### config.mk
export PLATFORM = sky130hd
export DESIGN_NAME = morse_keying_span_encoder
export DESIGN_NICKNAME = d
export VERILOG_FILES = /design/src/hw/rtl/mkse_pkg.sv /design/src/hw/rtl/morse_keying_span_encoder.sv /design/src/hw/rtl/mkse_dot_div.sv
export SDC_FILE = /design/constraint.sdc
export NUM_CORES = 2
export LEC_CHECK = 0
export ABC_AREA = 1
export BUFFER_PORTS_ARGS = -buffer_cell sky130_fd_sc_hd__buf_2
export CAP_MARGIN = 5
export CORE_UTILIZATION = 60
export CTS_CLUSTER_SIZE = 14
export DETAILED_ROUTE_END_ITERATION = 16
export GPL_TIMING_DRIVEN = 0
export PLACE_DENSITY = 0.78
export SETUP_SLACK_MARGIN = 0.05
export SYNTH_ARGS = -nofsm -noshare
export SYNTH_HDL_FRONTEND = slang
export SYNTH_SLANG_ARGS = --single-unit
export TNS_END_PERCENT = 10
### constraint.sdc
create_clock -name clk -period 16.7 [get_ports clk]
set_input_delay 0.835 -clock clk [delete_from_list [all_inputs] [get_ports clk]]
set_output_delay 0.835 -clock clk [all_outputs]
set_load 0.005 [all_outputs]
### src/hw/rtl/mkse_pkg.sv
// ----------------------------------------------------------------------------
// mkse_pkg: shared types and constants of the Morse keying span encoder
// Holds the request and result formats, the symbol and prosign tables and
// the fixed constants of the keying arithmetic.
// ----------------------------------------------------------------------------
package mkse_pkg;

    // Fixed widths and constants of the keying arithmetic.
    localparam int unsigned WPM_W       = 7;
    localparam int unsigned DOT_W       = 28;
    localparam int unsigned UNITS_W     = 16;
    localparam int unsigned TOTAL_W     = 44;
    localparam int unsigned DIV_NUM_W   = 31;
    localparam logic [DIV_NUM_W-1:0] DOT_NUMERATOR = 31'd1200000000;
    localparam logic [DOT_W-1:0]     DOT_RESET     = 28'd60000000;
    localparam logic [WPM_W-1:0]     WPM_RESET     = 7'd20;
    localparam logic [WPM_W-1:0]     WPM_MIN       = 7'd5;
    localparam logic [WPM_W-1:0]     WPM_MAX       = 7'd80;

    // A prosign name holds at most three characters.
    localparam logic [2:0] PROSIGN_NAME_MAX = 3'd3;

    // A symbol has at most nine elements; results per request are capped.
    localparam logic [4:0]  LAST_SLOT  = 5'd17;

    // Character codes with a meaning of their own.
    localparam logic [7:0] CHAR_SPACE = 8'h20;
    localparam logic [7:0] CHAR_OPEN  = 8'h3C;
    localparam logic [7:0] CHAR_CLOSE = 8'h3E;

    // Span lengths in dot units.
    localparam logic [2:0] UNITS_DOT  = 3'd1;
    localparam logic [2:0] UNITS_DASH = 3'd3;
    localparam logic [2:0] UNITS_WORD = 3'd7;

    typedef enum logic [1:0] {
        PHASE_START   = 2'd0,
        PHASE_TEXT    = 2'd1,
        PHASE_PROSIGN = 2'd2
    } phase_t;

    typedef enum logic [1:0] {
        GAP_NONE = 2'd0,
        GAP_CHAR = 2'd1,
        GAP_WORD = 2'd2
    } gap_t;

    typedef struct packed {
        logic [7:0] character;
        logic       end_of_message;
    } in_req_t;

    typedef struct packed {
        logic                 end_of_plan;
        logic                 mark;
        logic [2:0]           span_units;
        logic                 accepted;
        logic [UNITS_W-1:0]   unit_sum;
        logic [DOT_W-1:0]     dot_time_ns;
        logic [TOTAL_W-1:0]   plan_time_ns;
    } out_res_t;

    // A symbol: element count and dash mask, element 0 at the top bit.
    typedef struct packed {
        logic       hit;
        logic [3:0] len;
        logic [8:0] dashes;
    } sym_t;

    function automatic sym_t mk_sym(input logic [3:0] len, input logic [8:0] dashes);
        sym_t s;
        s.hit    = 1'b1;
        s.len    = len;
        s.dashes = dashes;
        return s;
    endfunction

    // Character table of the plain symbols.
    function automatic sym_t sym_lookup(input logic [7:0] c);
        sym_t s;
        s = '0;
        case (c)
            "A": s = mk_sym(4'd2, 9'b010000000);
            "B": s = mk_sym(4'd4, 9'b100000000);
            "C": s = mk_sym(4'd4, 9'b101000000);
            "D": s = mk_sym(4'd3, 9'b100000000);
            "E": s = mk_sym(4'd1, 9'b000000000);
            "F": s = mk_sym(4'd4, 9'b001000000);
            "G": s = mk_sym(4'd3, 9'b110000000);
            "H": s = mk_sym(4'd4, 9'b000000000);
            "I": s = mk_sym(4'd2, 9'b000000000);
            "J": s = mk_sym(4'd4, 9'b011100000);
            "K": s = mk_sym(4'd3, 9'b101000000);
            "L": s = mk_sym(4'd4, 9'b010000000);
            "M": s = mk_sym(4'd2, 9'b110000000);
            "N": s = mk_sym(4'd2, 9'b100000000);
            "O": s = mk_sym(4'd3, 9'b111000000);
            "P": s = mk_sym(4'd4, 9'b011000000);
            "Q": s = mk_sym(4'd4, 9'b110100000);
            "R": s = mk_sym(4'd3, 9'b010000000);
            "S": s = mk_sym(4'd3, 9'b000000000);
            "T": s = mk_sym(4'd1, 9'b100000000);
            "U": s = mk_sym(4'd3, 9'b001000000);
            "V": s = mk_sym(4'd4, 9'b000100000);
            "W": s = mk_sym(4'd3, 9'b011000000);
            "X": s = mk_sym(4'd4, 9'b100100000);
            "Y": s = mk_sym(4'd4, 9'b101100000);
            "Z": s = mk_sym(4'd4, 9'b110000000);
            "0": s = mk_sym(4'd5, 9'b111110000);
            "1": s = mk_sym(4'd5, 9'b011110000);
            "2": s = mk_sym(4'd5, 9'b001110000);
            "3": s = mk_sym(4'd5, 9'b000110000);
            "4": s = mk_sym(4'd5, 9'b000010000);
            "5": s = mk_sym(4'd5, 9'b000000000);
            "6": s = mk_sym(4'd5, 9'b100000000);
            "7": s = mk_sym(4'd5, 9'b110000000);
            "8": s = mk_sym(4'd5, 9'b111000000);
            "9": s = mk_sym(4'd5, 9'b111100000);
            ".": s = mk_sym(4'd6, 9'b010101000);
            ",": s = mk_sym(4'd6, 9'b110011000);
            "?": s = mk_sym(4'd6, 9'b001100000);
            "'": s = mk_sym(4'd6, 9'b011110000);
            "/": s = mk_sym(4'd5, 9'b100100000);
            "!": s = mk_sym(4'd6, 9'b101011000);
            "(": s = mk_sym(4'd5, 9'b101100000);
            ")": s = mk_sym(4'd6, 9'b101101000);
            "&": s = mk_sym(4'd5, 9'b010000000);
            ":": s = mk_sym(4'd6, 9'b111000000);
            ";": s = mk_sym(4'd6, 9'b101010000);
            "=": s = mk_sym(4'd5, 9'b100010000);
            "+": s = mk_sym(4'd5, 9'b010100000);
            "-": s = mk_sym(4'd6, 9'b100001000);
            "\"": s = mk_sym(4'd6, 9'b010010000);
            "$": s = mk_sym(4'd7, 9'b000100100);
            "@": s = mk_sym(4'd6, 9'b011010000);
            default: s = '0;
        endcase
        return s;
    endfunction

    // Prosign table, matched on the packed name and its length.
    function automatic sym_t pro_lookup(input logic [23:0] name, input logic [2:0] len);
        sym_t s;
        s = '0;
        if (len == 3'd2)
        begin
            case (name)
                24'h004152: s = mk_sym(4'd5, 9'b010100000);
                24'h004153: s = mk_sym(4'd5, 9'b010000000);
                24'h00424B: s = mk_sym(4'd7, 9'b100010100);
                24'h004354: s = mk_sym(4'd5, 9'b101010000);
                24'h004B4E: s = mk_sym(4'd5, 9'b101100000);
                24'h00534B: s = mk_sym(4'd6, 9'b000101000);
                default:    s = '0;
            endcase
        end
        else if (len == 3'd3 && name == 24'h534F53)
        begin
            s = mk_sym(4'd9, 9'b000111000);
        end
        return s;
    endfunction

endpackage

### src/hw/rtl/morse_keying_span_encoder.sv
// ----------------------------------------------------------------------------
// morse_keying_span_encoder: Morse keying span encoder with prosigns
// Turns message characters into mark and space spans and closes each
// message with a summary of its length and timing.
// ----------------------------------------------------------------------------
// Usage
// The input channel (in_valid, in_ready, in_data) takes one character request
// at a time. Each request answers with up to 18 results on the output channel
// (out_valid, out_ready, out_data): the gap before the symbol, then its marks
// and inner spaces, and after the last byte of a message one summary.
// A request is decoded, then sends its spans at one span per cycle while the
// output register is free, then closes; a closing request adds a multiply
// step and the summary.
// A write of cfg_we / cfg_wdata sets the speed and starts the dot divider,
// which holds in_ready low from the write cycle until the division is done.
// A stalled receiver holds the result in the output register; the sequencer
// waits and no result is lost. Reset clears the message and sets 20 words
// per minute, a dot of 60 ms.
// ----------------------------------------------------------------------------
module morse_keying_span_encoder #(
    parameter int unsigned MAX_CHARS = 512
) (
    input  logic                          clk,
    input  logic                          rst_n,
    input  logic                          in_valid,
    output logic                          in_ready,
    input  mkse_pkg::in_req_t             in_data,
    output logic                          out_valid,
    input  logic                          out_ready,
    output mkse_pkg::out_res_t            out_data,
    input  logic                          cfg_we,
    input  logic [mkse_pkg::WPM_W-1:0]    cfg_wdata
);

    localparam int unsigned CW = $clog2(MAX_CHARS + 1);

    typedef enum logic [3:0] {
        S_IDLE = 4'b0001,
        S_SPAN = 4'b0010,
        S_MUL  = 4'b0100,
        S_SUM  = 4'b1000
    } state_t;

    state_t                                 state_reg, state_next;
    mkse_pkg::phase_t                       phase_reg, phase_next;
    mkse_pkg::gap_t                         gap_reg, gap_next;
    logic [CW-1:0]                          cnt_reg, cnt_next;
    logic [23:0]                            pname_reg, pname_next;
    logic [2:0]                             plen_reg, plen_next;
    logic [mkse_pkg::UNITS_W-1:0]           utot_reg, utot_next;
    logic                                   rej_reg, rej_next;
    logic [mkse_pkg::WPM_W-1:0]             wpm_reg;
    mkse_pkg::gap_t                         sp_gap_reg, sp_gap_next;
    logic [3:0]                             sp_len_reg, sp_len_next;
    logic [3:0]                             sp_idx_reg, sp_idx_next;
    logic [8:0]                             sp_bits_reg, sp_bits_next;
    logic                                   sp_sep_reg, sp_sep_next;
    logic                                   last_reg, last_next;
    logic [4:0]                             sent_reg, sent_next;
    logic [mkse_pkg::TOTAL_W-1:0]           prod_reg, prod_next;
    logic                                   out_valid_reg, out_valid_next;
    mkse_pkg::out_res_t                     out_data_reg, out_data_next;

    logic                                   div_busy;
    logic [mkse_pkg::DOT_W-1:0]             dot_ns;
    logic                                   slot_free;
    logic                                   take;
    mkse_pkg::sym_t                         sym;
    mkse_pkg::sym_t                         pro;
    logic [2:0]                             span_len;
    logic                                   span_key;
    logic [mkse_pkg::UNITS_W:0]             utot_sum;
    logic                                   msg_ok;

    // Dot duration divider, restarted by every speed write.
    mkse_dot_div u_dot_div (
        .clk    (clk),
        .rst_n  (rst_n),
        .start  (cfg_we),
        .wpm    (cfg_wdata),
        .busy   (div_busy),
        .dot_ns (dot_ns)
    );

    assign in_ready  = (state_reg == S_IDLE) && !div_busy && !cfg_we;
    assign take      = in_valid && in_ready;
    assign slot_free = !out_valid_reg || out_ready;
    assign sym       = mkse_pkg::sym_lookup(in_data.character);
    assign pro       = mkse_pkg::pro_lookup(pname_reg, plen_reg);

    // Next span of the current symbol: gap first, then marks and inner spaces.
    always_comb
    begin
        span_key = 1'b0;
        span_len = mkse_pkg::UNITS_DOT;
        if (sp_gap_reg == mkse_pkg::GAP_CHAR)
        begin
            span_len = mkse_pkg::UNITS_DASH;
        end
        else if (sp_gap_reg == mkse_pkg::GAP_WORD)
        begin
            span_len = mkse_pkg::UNITS_WORD;
        end
        else if (!sp_sep_reg)
        begin
            span_key = 1'b1;
            span_len = sp_bits_reg[8] ? mkse_pkg::UNITS_DASH : mkse_pkg::UNITS_DOT;
        end
    end

    assign utot_sum = {1'b0, utot_reg} + (mkse_pkg::UNITS_W + 1)'(span_len);

    // Summary verdict from the message state.
    assign msg_ok = !rej_reg && (phase_reg == mkse_pkg::PHASE_TEXT)
                    && (gap_reg != mkse_pkg::GAP_WORD)
                    && (wpm_reg >= mkse_pkg::WPM_MIN) && (wpm_reg <= mkse_pkg::WPM_MAX);

    // Sequencer: decode a request, send its spans, and close the message after its last request.
    always_comb
    begin
        state_next     = state_reg;
        phase_next     = phase_reg;
        gap_next       = gap_reg;
        cnt_next       = cnt_reg;
        pname_next     = pname_reg;
        plen_next      = plen_reg;
        utot_next      = utot_reg;
        rej_next       = rej_reg;
        sp_gap_next    = sp_gap_reg;
        sp_len_next    = sp_len_reg;
        sp_idx_next    = sp_idx_reg;
        sp_bits_next   = sp_bits_reg;
        sp_sep_next    = sp_sep_reg;
        last_next      = last_reg;
        sent_next      = sent_reg;
        prod_next      = prod_reg;
        out_data_next  = out_data_reg;
        out_valid_next = slot_free ? 1'b0 : out_valid_reg;

        case (state_reg)
            S_IDLE:
            begin
                if (take)
                begin
                    state_next  = S_SPAN;
                    last_next   = in_data.end_of_message;
                    sent_next   = '0;
                    sp_gap_next = mkse_pkg::GAP_NONE;
                    sp_len_next = '0;
                    sp_idx_next = '0;
                    sp_sep_next = 1'b0;
                    if (!rej_reg)
                    begin
                        if (cnt_reg >= CW'(MAX_CHARS))
                        begin
                            rej_next = 1'b1;
                        end
                        else
                        begin
                            cnt_next = cnt_reg + CW'(1);
                            if (phase_reg == mkse_pkg::PHASE_PROSIGN)
                            begin
                                if (in_data.character == mkse_pkg::CHAR_CLOSE)
                                begin
                                    pname_next = '0;
                                    plen_next  = '0;
                                    if (!pro.hit)
                                    begin
                                        rej_next = 1'b1;
                                    end
                                    else
                                    begin
                                        sp_gap_next  = gap_reg;
                                        sp_len_next  = pro.len;
                                        sp_bits_next = pro.dashes;
                                        gap_next     = mkse_pkg::GAP_CHAR;
                                        phase_next   = mkse_pkg::PHASE_TEXT;
                                    end
                                end
                                else if (plen_reg >= mkse_pkg::PROSIGN_NAME_MAX)
                                begin
                                    rej_next = 1'b1;
                                end
                                else
                                begin
                                    pname_next = {pname_reg[15:0], in_data.character};
                                    plen_next  = plen_reg + 3'd1;
                                end
                            end
                            else if (in_data.character == mkse_pkg::CHAR_SPACE)
                            begin
                                if (cnt_reg == '0 || gap_reg == mkse_pkg::GAP_WORD)
                                begin
                                    rej_next = 1'b1;
                                end
                                else
                                begin
                                    gap_next = mkse_pkg::GAP_WORD;
                                end
                            end
                            else if (in_data.character == mkse_pkg::CHAR_OPEN)
                            begin
                                sp_gap_next = gap_reg;
                                gap_next    = mkse_pkg::GAP_NONE;
                                phase_next  = mkse_pkg::PHASE_PROSIGN;
                                pname_next  = '0;
                                plen_next   = '0;
                            end
                            else if (!sym.hit)
                            begin
                                rej_next = 1'b1;
                            end
                            else
                            begin
                                sp_gap_next  = gap_reg;
                                sp_len_next  = sym.len;
                                sp_bits_next = sym.dashes;
                                gap_next     = mkse_pkg::GAP_CHAR;
                                phase_next   = mkse_pkg::PHASE_TEXT;
                            end
                        end
                    end
                end
            end

            S_SPAN:
            begin
                if (sp_gap_reg == mkse_pkg::GAP_NONE && sp_idx_reg == sp_len_reg)
                begin
                    state_next = last_reg ? S_MUL : S_IDLE;
                end
                else if (slot_free)
                begin
                    // The last span slot of a closing request goes to the summary.
                    out_valid_next = !(last_reg && sent_reg == mkse_pkg::LAST_SLOT);
                    out_data_next            = '0;
                    out_data_next.mark       = span_key;
                    out_data_next.span_units = span_len;
                    sent_next = sent_reg + 5'd1;
                    utot_next = utot_sum[mkse_pkg::UNITS_W] ? '1
                                : utot_sum[mkse_pkg::UNITS_W-1:0];
                    if (sp_gap_reg != mkse_pkg::GAP_NONE)
                    begin
                        sp_gap_next = mkse_pkg::GAP_NONE;
                    end
                    else if (sp_sep_reg)
                    begin
                        sp_sep_next = 1'b0;
                    end
                    else
                    begin
                        sp_sep_next  = 1'b1;
                        sp_idx_next  = sp_idx_reg + 4'd1;
                        sp_bits_next = {sp_bits_reg[7:0], 1'b0};
                    end
                end
            end

            S_MUL:
            begin
                prod_next  = mkse_pkg::TOTAL_W'(utot_reg) * mkse_pkg::TOTAL_W'(dot_ns);
                state_next = S_SUM;
            end

            S_SUM:
            begin
                if (slot_free)
                begin
                    out_valid_next             = 1'b1;
                    out_data_next              = '0;
                    out_data_next.end_of_plan  = 1'b1;
                    out_data_next.accepted     = msg_ok;
                    out_data_next.unit_sum     = utot_reg;
                    out_data_next.dot_time_ns  = dot_ns;
                    out_data_next.plan_time_ns = prod_reg;
                    phase_next = mkse_pkg::PHASE_START;
                    gap_next   = mkse_pkg::GAP_NONE;
                    cnt_next   = '0;
                    pname_next = '0;
                    plen_next  = '0;
                    utot_next  = '0;
                    rej_next   = 1'b0;
                    state_next = S_IDLE;
                end
            end

            default:
            begin
                state_next = S_IDLE;
            end
        endcase
    end

    // Control and message state.
    always_ff @(posedge clk or negedge rst_n)
    begin
        if (!rst_n)
        begin
            state_reg     <= S_IDLE;
            phase_reg     <= mkse_pkg::PHASE_START;
            gap_reg       <= mkse_pkg::GAP_NONE;
            cnt_reg       <= '0;
            pname_reg     <= '0;
            plen_reg      <= '0;
            utot_reg      <= '0;
            rej_reg       <= 1'b0;
            wpm_reg       <= mkse_pkg::WPM_RESET;
            sp_gap_reg    <= mkse_pkg::GAP_NONE;
            sp_len_reg    <= '0;
            sp_idx_reg    <= '0;
            sp_sep_reg    <= 1'b0;
            last_reg      <= 1'b0;
            sent_reg      <= '0;
            out_valid_reg <= 1'b0;
        end
        else
        begin
            state_reg     <= state_next;
            phase_reg     <= phase_next;
            gap_reg       <= gap_next;
            cnt_reg       <= cnt_next;
            pname_reg     <= pname_next;
            plen_reg      <= plen_next;
            utot_reg      <= utot_next;
            rej_reg       <= rej_next;
            if (cfg_we)
            begin
                wpm_reg <= cfg_wdata;
            end
            sp_gap_reg    <= sp_gap_next;
            sp_len_reg    <= sp_len_next;
            sp_idx_reg    <= sp_idx_next;
            sp_sep_reg    <= sp_sep_next;
            last_reg      <= last_next;
            sent_reg      <= sent_next;
            out_valid_reg <= out_valid_next;
        end
    end

    // Payload registers.
    always_ff @(posedge clk)
    begin
        sp_bits_reg  <= sp_bits_next;
        prod_reg     <= prod_next;
        out_data_reg <= out_data_next;
    end

    assign out_valid = out_valid_reg;
    assign out_data  = out_data_reg;

    // Checks on the sequencer.
    a_ready_idle: assert property (@(posedge clk) disable iff (!rst_n)
        in_ready |-> (state_reg == S_IDLE) && !div_busy)
        else $error("request taken while the sequencer is busy");

    a_span_len: assert property (@(posedge clk) disable iff (!rst_n)
        out_valid && !out_data.end_of_plan |->
            (out_data.span_units == mkse_pkg::UNITS_DOT
             || out_data.span_units == mkse_pkg::UNITS_DASH
             || out_data.span_units == mkse_pkg::UNITS_WORD))
        else $error("span of an illegal length");

    a_sum_product: assert property (@(posedge clk) disable iff (!rst_n)
        out_valid && out_data.end_of_plan |->
            out_data.plan_time_ns == mkse_pkg::TOTAL_W'(out_data.unit_sum)
                * mkse_pkg::TOTAL_W'(out_data.dot_time_ns))
        else $error("summary duration does not match its units");

    a_idx_bound: assert property (@(posedge clk) disable iff (!rst_n)
        (state_reg == S_SPAN) |-> (sp_idx_reg <= sp_len_reg))
        else $error("element index ran past the symbol");

endmodule

### src/hw/rtl/mkse_dot_div.sv
// ----------------------------------------------------------------------------
// mkse_dot_div: dot duration divider
// Works out round(1.2e9 / wpm), wpm clamped to 5..80, with one shared compare-and-subtract step,
// one quotient bit a cycle, after each speed write.
// ----------------------------------------------------------------------------
module mkse_dot_div (
    input  logic                         clk,
    input  logic                         rst_n,
    input  logic                         start,
    input  logic [mkse_pkg::WPM_W-1:0]   wpm,
    output logic                         busy,
    output logic [mkse_pkg::DOT_W-1:0]   dot_ns
);

    localparam int unsigned NW = mkse_pkg::DIV_NUM_W;
    localparam int unsigned WW = mkse_pkg::WPM_W;

    logic                       busy_reg, busy_next;
    logic [4:0]                 cnt_reg, cnt_next;
    logic [NW-1:0]              num_reg, num_next;
    logic [WW-1:0]              rem_reg, rem_next;
    logic [WW-1:0]              div_reg, div_next;
    logic [mkse_pkg::DOT_W-1:0] quo_reg, quo_next;
    logic [WW-1:0]              w_clamped;
    logic [WW:0]                trial;
    logic                       q_bit;

    // Speed clamped to the legal range before dividing.
    always_comb
    begin
        if (wpm < mkse_pkg::WPM_MIN)
        begin
            w_clamped = mkse_pkg::WPM_MIN;
        end
        else if (wpm > mkse_pkg::WPM_MAX)
        begin
            w_clamped = mkse_pkg::WPM_MAX;
        end
        else
        begin
            w_clamped = wpm;
        end
    end

    // One restoring division step per cycle.
    assign trial = {rem_reg, num_reg[NW-1]};
    assign q_bit = (trial >= {1'b0, div_reg});

    always_comb
    begin
        busy_next = busy_reg;
        cnt_next  = cnt_reg;
        num_next  = num_reg;
        rem_next  = rem_reg;
        div_next  = div_reg;
        quo_next  = quo_reg;
        if (start)
        begin
            busy_next = 1'b1;
            cnt_next  = 5'(NW - 1);
            num_next  = mkse_pkg::DOT_NUMERATOR + NW'(w_clamped >> 1);
            rem_next  = '0;
            div_next  = w_clamped;
        end
        else if (busy_reg)
        begin
            rem_next = q_bit ? WW'(trial - {1'b0, div_reg}) : trial[WW-1:0];
            num_next = {num_reg[NW-2:0], 1'b0};
            quo_next = {quo_reg[mkse_pkg::DOT_W-2:0], q_bit};
            cnt_next = cnt_reg - 5'd1;
            if (cnt_reg == 5'd0)
            begin
                busy_next = 1'b0;
            end
        end
    end

    always_ff @(posedge clk or negedge rst_n)
    begin
        if (!rst_n)
        begin
            busy_reg <= 1'b0;
            cnt_reg  <= '0;
            num_reg  <= '0;
            rem_reg  <= '0;
            div_reg  <= '0;
            quo_reg  <= mkse_pkg::DOT_RESET;
        end
        else
        begin
            busy_reg <= busy_next;
            cnt_reg  <= cnt_next;
            num_reg  <= num_next;
            rem_reg  <= rem_next;
            div_reg  <= div_next;
            quo_reg  <= quo_next;
        end
    end

    assign busy   = busy_reg;
    assign dot_ns = quo_reg;

endmodule
Word-level counts from Yosys, hierarchy flattened
Memory sizes are Yosys's and may differ from the RTL's.
Index checks and enable logic that the tools add are counted.
{"block": "word_totals", "ff_bits": 313, "rom_bits": 1408, "inputBits": 21, "out_inout_bits": 96, "elab_cells": 281, "n_memories": 1}
{"memory": "(no name shown)", "depth": 128, "word_bits": 11, "rd": 1, "rd_ports_with_merged_regs": 0, "write_ports": 0, "line": "mkse_pkg.sv:82", "source": "case (c)"}
{"block": "op_classes", "add_sub_neg": 8, "multipliers": 1, "magnitude_cmp": 7, "n_eq_ne": 44, "mux": 149, "bitwise": 1, "n_reduce_logical": 39}
{"op": "$mux W94", "count": 3}
{"op": "$mux W24", "count": 9}
{"op": "$pmux W94 S2", "count": 1}
{"op": "$eq A24 B15 Y1 const B", "count": 6}
{"op": "$mux W9", "count": 13}
{"op": "$pmux W14 S6", "count": 1}
{"op": "$mux W16", "count": 4}
{"op": "$mux W4", "count": 16}
{"op": "$mux W2", "count": 31}
{"op": "$mux W31", "count": 2}
{"op": "$pmux W24 S2", "count": 1}
{"op": "$mul A16 B28 Y44", "count": 1}
{"op": "$mux W14", "count": 3}
{"op": "$mux W10", "count": 4}
{"op": "$mux W3", "count": 12}
{"op": "$mux W7", "count": 5}
{"op": "$pmux W16 S2", "count": 1}
{"op": "$add A31 B6 Y31 const A", "count": 1}
{"op": "$mux W1", "count": 26}
{"op": "$mux W5", "count": 5}
{"op": "$eq A24 B23 Y1 const B", "count": 1}
{"op": "$eq A8 B6 Y1 const B", "count": 3}
{"op": "$ne A2 B2 Y1 const B", "count": 11}
{"op": "$pmux W10 S2", "count": 1}
{"op": "other kinds (52)", "count": 88}

Logic depth before layout (Yosys ltp)
{"block": "logic_depth", "ltp_word": 11, "depth_mapped": 28, "depth_no_buf": 26}

Modules after synthesis
From an unflattened synthesis, not the netlist that was laid out.
{"block": "unflattened", "cells_unflattened": 3554, "area_unflattened_um2": 29369.4}
{"mod": "morse_keying_span_encoder", "instances": 1, "cells_per_inst": 3160, "area_per_inst_um2": 25832.3, "seq_area_each_um2": 6535.0}
{"mod": "mkse_dot_div", "instances": 1, "cells_per_inst": 394, "area_per_inst_um2": 3537.1, "seq_area_each_um2": 1989.4}

Worst setup path after synthesis
No wires, ideal clock.
{"block": "synth_timing", "path_kind": "register -> register", "from": "register u_dot_div.quo_reg (netlist bit u_dot_div.dot_ns[17])", "to": "register prod_reg[31] in the netlist's numbering, data pin", "setup_time_ns": 0.253, "t_arrival_ns": 5.549, "slack_ns": 10.897, "path_stages_with_launch": 23, "path_buffers": 2, "synth_period_minus_slack_ns": 5.803, "cell_sequence": "dfstp_2 > clkbuf_1 > buf_1 > nand2_1 > fa_1 > fa_1 > fa_1 > inv_1 > fa_1 > fa_1 > inv_1 > fa_1 > inv_1 > ha_1 > nand2_1 > nor2_1 > inv_1 > nor2_1 > and3_1 > a21oi_1 > or2_2 > nand3_1 > nand2_1"}
{"block": "synth_via", "elab_chain_len": 1}
{"item": "from (decl)", "line": "mkse_dot_div.sv:23", "source": "logic [mkse_pkg::DOT_W-1:0] quo_reg, quo_next;"}
{"item": "from (signal assigned)", "line": "mkse_dot_div.sv:87", "source": "quo_reg <= mkse_pkg::DOT_RESET;"}
{"item": "from (signal assigned)", "line": "mkse_dot_div.sv:96", "source": "quo_reg <= quo_next;"}
{"item": "$mul A16 B28 Y44", "line": "morse_keying_span_encoder.sv:261", "source": "prod_next = mkse_pkg::TOTAL_W'(utot_reg) * mkse_pkg::TOTAL_W'(dot_ns);"}
{"item": "to (signal assigned)", "line": "morse_keying_span_encoder.sv:344", "source": "prod_reg <= prod_next;"}
{"item": "to (decl)", "line": "morse_keying_span_encoder.sv:60", "source": "logic [mkse_pkg::TOTAL_W-1:0] prod_reg, prod_next;"}
No other way between the ends.
A chain may end at the register's enable or synchronous reset.

Worst setup path in the final report
{"block": "layout_timing", "from": "register utot_reg[10] in the netlist's numbering", "to": "register prod_reg[31] in the netlist's numbering, data pin"}
{"block": "layout_via", "elab_chain_len": 1}
{"item": "from (decl)", "line": "morse_keying_span_encoder.sv:50", "source": "logic [mkse_pkg::UNITS_W-1:0] utot_reg, utot_next;"}
{"item": "from (signal assigned)", "line": "morse_keying_span_encoder.sv:324", "source": "utot_reg <= utot_next;"}
{"item": "$mul A16 B28 Y44", "line": "morse_keying_span_encoder.sv:261"}
No other way between the ends.

==> out/qor.txt <==
commonest non-fill, non-tap cells in the layout -> inv_1, nand2_1, fa_1
most common cell after layout, fill and taps aside -> inv_1
Reg2Reg Depth -> 22
relative slew slack -> 32.5%
vias in the first global route -> 24200
syn_nets -> 4144
first-pass GRT wire length -> 127000 um
unrepaired setup endpoints after global routing -> no
share of cells above drive strength 1 -> 6.79%
max frequency -> 0.137 GHz
DR vias -> 24400
Vias per Instance -> 5.45
leakage -> 16.7 nW
clock buffer depth -> 3
Max FO, Critical Path -> 10
grt total ovfl -> 0
Post-CTS Resized -> 0
Root Buffer -> clkbuf_16
Max Slew Vio Count -> 0
Worst EP arrival -> 7.62 ns
Die Ht -> 224 um
largest net degree at the start of global routing -> 121
Area Overhead vs Synth -> 9.28%
Antenna Cells -> 0
GP Congestion -> 0.989
power per cell area -> 121 mW/mm2
mapped cell area -> 0.0297 mm2
CTS Hold Buffers Added -> 0
Core Box Area -> 0.0488 mm2
CTS Sinks -> 311
H-tree levels -> 2
DR pass1 iterations -> 7
Post-synth EDFFs -> 145
drt wl/cell -> 17.7 um
number of setup buffers added after CTS -> 0
Worst Setup End Kind -> flip-flop
Clock Skew -> 0.0267 ns
setup TNS -> 0 ns
post-route ant nets -> 0
status -> complete, no violations
worst path required time -> 17.03 ns
final worst slack -> 9.40 ns
Max-cap violations -> 0
Critical Path Start Type -> flip-flop
TritonCTS Buffers -> 37
Syn. warnings -> 0
Mapped Cells -> 3614
most common flop cell mapped by yosys -> dfrtp_1
kind of critical path -> reg -> reg
IO Count -> 117
initial antenna violation count -> 1
TritonCTS clock tree -> done
Least-Margin Pin Slew -> 1.01 ns
Clock transition at path regs -> 0.06 ns
Synth Area per Inst -> 8.21 um2
Worst VDD drop -> 0.000108 V
GRT Total Usage -> 32.6%
flops & latches, synth -> 311
drt drc -> 0
IO buf count -> 114
chip width -> 224 um
asr flop ratio synth -> 53.4%
Seq/Total Area, Yosys -> 28.7%
Worst-Skew Late Latency -> 0.58 ns
Distinct cells, synth -> 59
net count reported at finish -> 4303
std cell rows -> 81
initial drt markers -> 2213
worst hold path class -> in -> async
Post-DP HPWL -> 62300 um
max reg flops -> 94
Pwr Total -> 3.93 mW
starting density of the core -> 60.7%
minimum clock period -> 7.30 ns
die area -> 0.0503 mm2
Final Hold Viols -> 0
Final setup viols -> 0
fin crit share -> 43.7%
total wire length -> 79200 um
pre-CTS setup slack -> 9.55 ns
[cell type report]
type | instances | area (um2)
multi-input cells | 2248 | 17200
fillers | 4125 | 16400
flip-flops and latches | 311 | 8520
inverters | 905 | 3400
clock buffers | 49 | 1000
well taps | 664 | 831
repair buffers | 120 | 681
plain buffers | 150 | 604
clock inverters | 19 | 233
[final timing paths]
kind / to / slack, ns / from
worst max-delay path: prod_reg[31]$_DFFE_PP_ / 9.40 / utot_reg[10]$_DFFE_PN0P_
worst min-delay path: pname_reg[22]$_DFFE_PN0P_ / 0.16 / rst_n
worst max register to register: prod_reg[31]$_DFFE_PP_ / 9.40 / utot_reg[10]$_DFFE_PN0P_
worst min register to register: phase_reg[1]$_DFFE_PN0P_ / 0.47 / phase_reg[1]$_DFFE_PN0P_
max in group asynchronous: u_dot_div.dot_ns[26]$_DFFE_PN0P_ / 15.54 / rst_n
min in group clk: phase_reg[1]$_DFFE_PN0P_ / 0.47 / phase_reg[1]$_DFFE_PN0P_
[cell usage after synthesis (12+ instances only)]
master | number | area share [%]
a22oi_1 | 12 | 0.30
xor2_1 | 44 | 1.3
dfrtp_1 | 153 | 13
edfxtp_1 | 145 | 15
buf_1 | 45 | 0.57
inv_1 | 897 | 11
ha_1 | 145 | 6.1
nor2_1 | 282 | 3.6
o21ai_0 | 145 | 2.4
nand4_1 | 28 | 0.59
xnor2_1 | 12 | 0.35
nand3_1 | 129 | 2.2
clkbuf_1 | 90 | 1.1
fa_1 | 364 | 25
nand2_1 | 828 | 10
dfstp_2 | 13 | 1.2
o22ai_1 | 19 | 0.40
a21oi_1 | 83 | 1.4
nor3_1 | 31 | 0.52
o22ai_2 | 20 | 0.84
[through the flow]
| stage | hold slack, ns | instances | utilization [%] | instance area [um2] |
|---|---|---|---|---|
| 6_report | 0.161 | 4466 | 66.4 | 32400 |
| 5_1_grt | 0.184 | 4466 | 66.4 | 32400 |
| 4_1_cts | 0.162 | 4466 | 66.4 | 32400 |
| 3_5_place_dp | 0.459 | 4398 | 63.9 | 31200 |
| 3_3_place_gp | 0.458 | 4392 | 63.6 | 31100 |
| 2_1_floorplan | 0.442 | 3614 | - | 29700 |
[report_power, final]
part	switching [mW]	total [mW]	internal, mW
clock network	0.343	0.820	0.477
registers	0.0469	0.974	0.927
logic	1.41	2.13	0.721
[critical path, stage by stage (launching register included)]
cell,delay (ns)
dfrtp_1,0.44
clkbuf_1,0.67
buf_1,0.77
nand2_1,0.20
fa_1,0.57
inv_1,0.05
fa_1,0.55
fa_1,0.43
fa_1,0.48
fa_1,0.49
inv_1,0.05
fa_1,0.58
inv_1,0.07
ha_1,0.41
nand2_1,0.12
nor2_1,0.14
inv_1,0.09
nor2_1,0.13
and3_1,0.23
a21oi_1,0.13
or2_2,0.30
nand3_1,0.06
nand2_1,0.07
[cells by family after synthesis]
| logic type | count (synthesis) | share of synthesized area (%) |
|---|---|---|
| fa+ha+maj | 509 | 30.7 |
| flops | 311 | 28.7 |
| compound gates | 341 | 6.93 |
| buf+inv | 1055 | 13.5 |
| xor+xnor | 56 | 1.65 |
| mux | 1 | 0.0379 |
| simple gates | 1341 | 18.5 |
[layer usage]
metal	up-vias	track usage, %	routed length [um]
met5	-	0	12
met4	2	15.9	4370
met3	263	5.89	7550
met2	1170	52.2	36500
met1	11800	43.0	30800
li1	11200	-	-
Note: power is estimated with default switching activity, not from simulation.
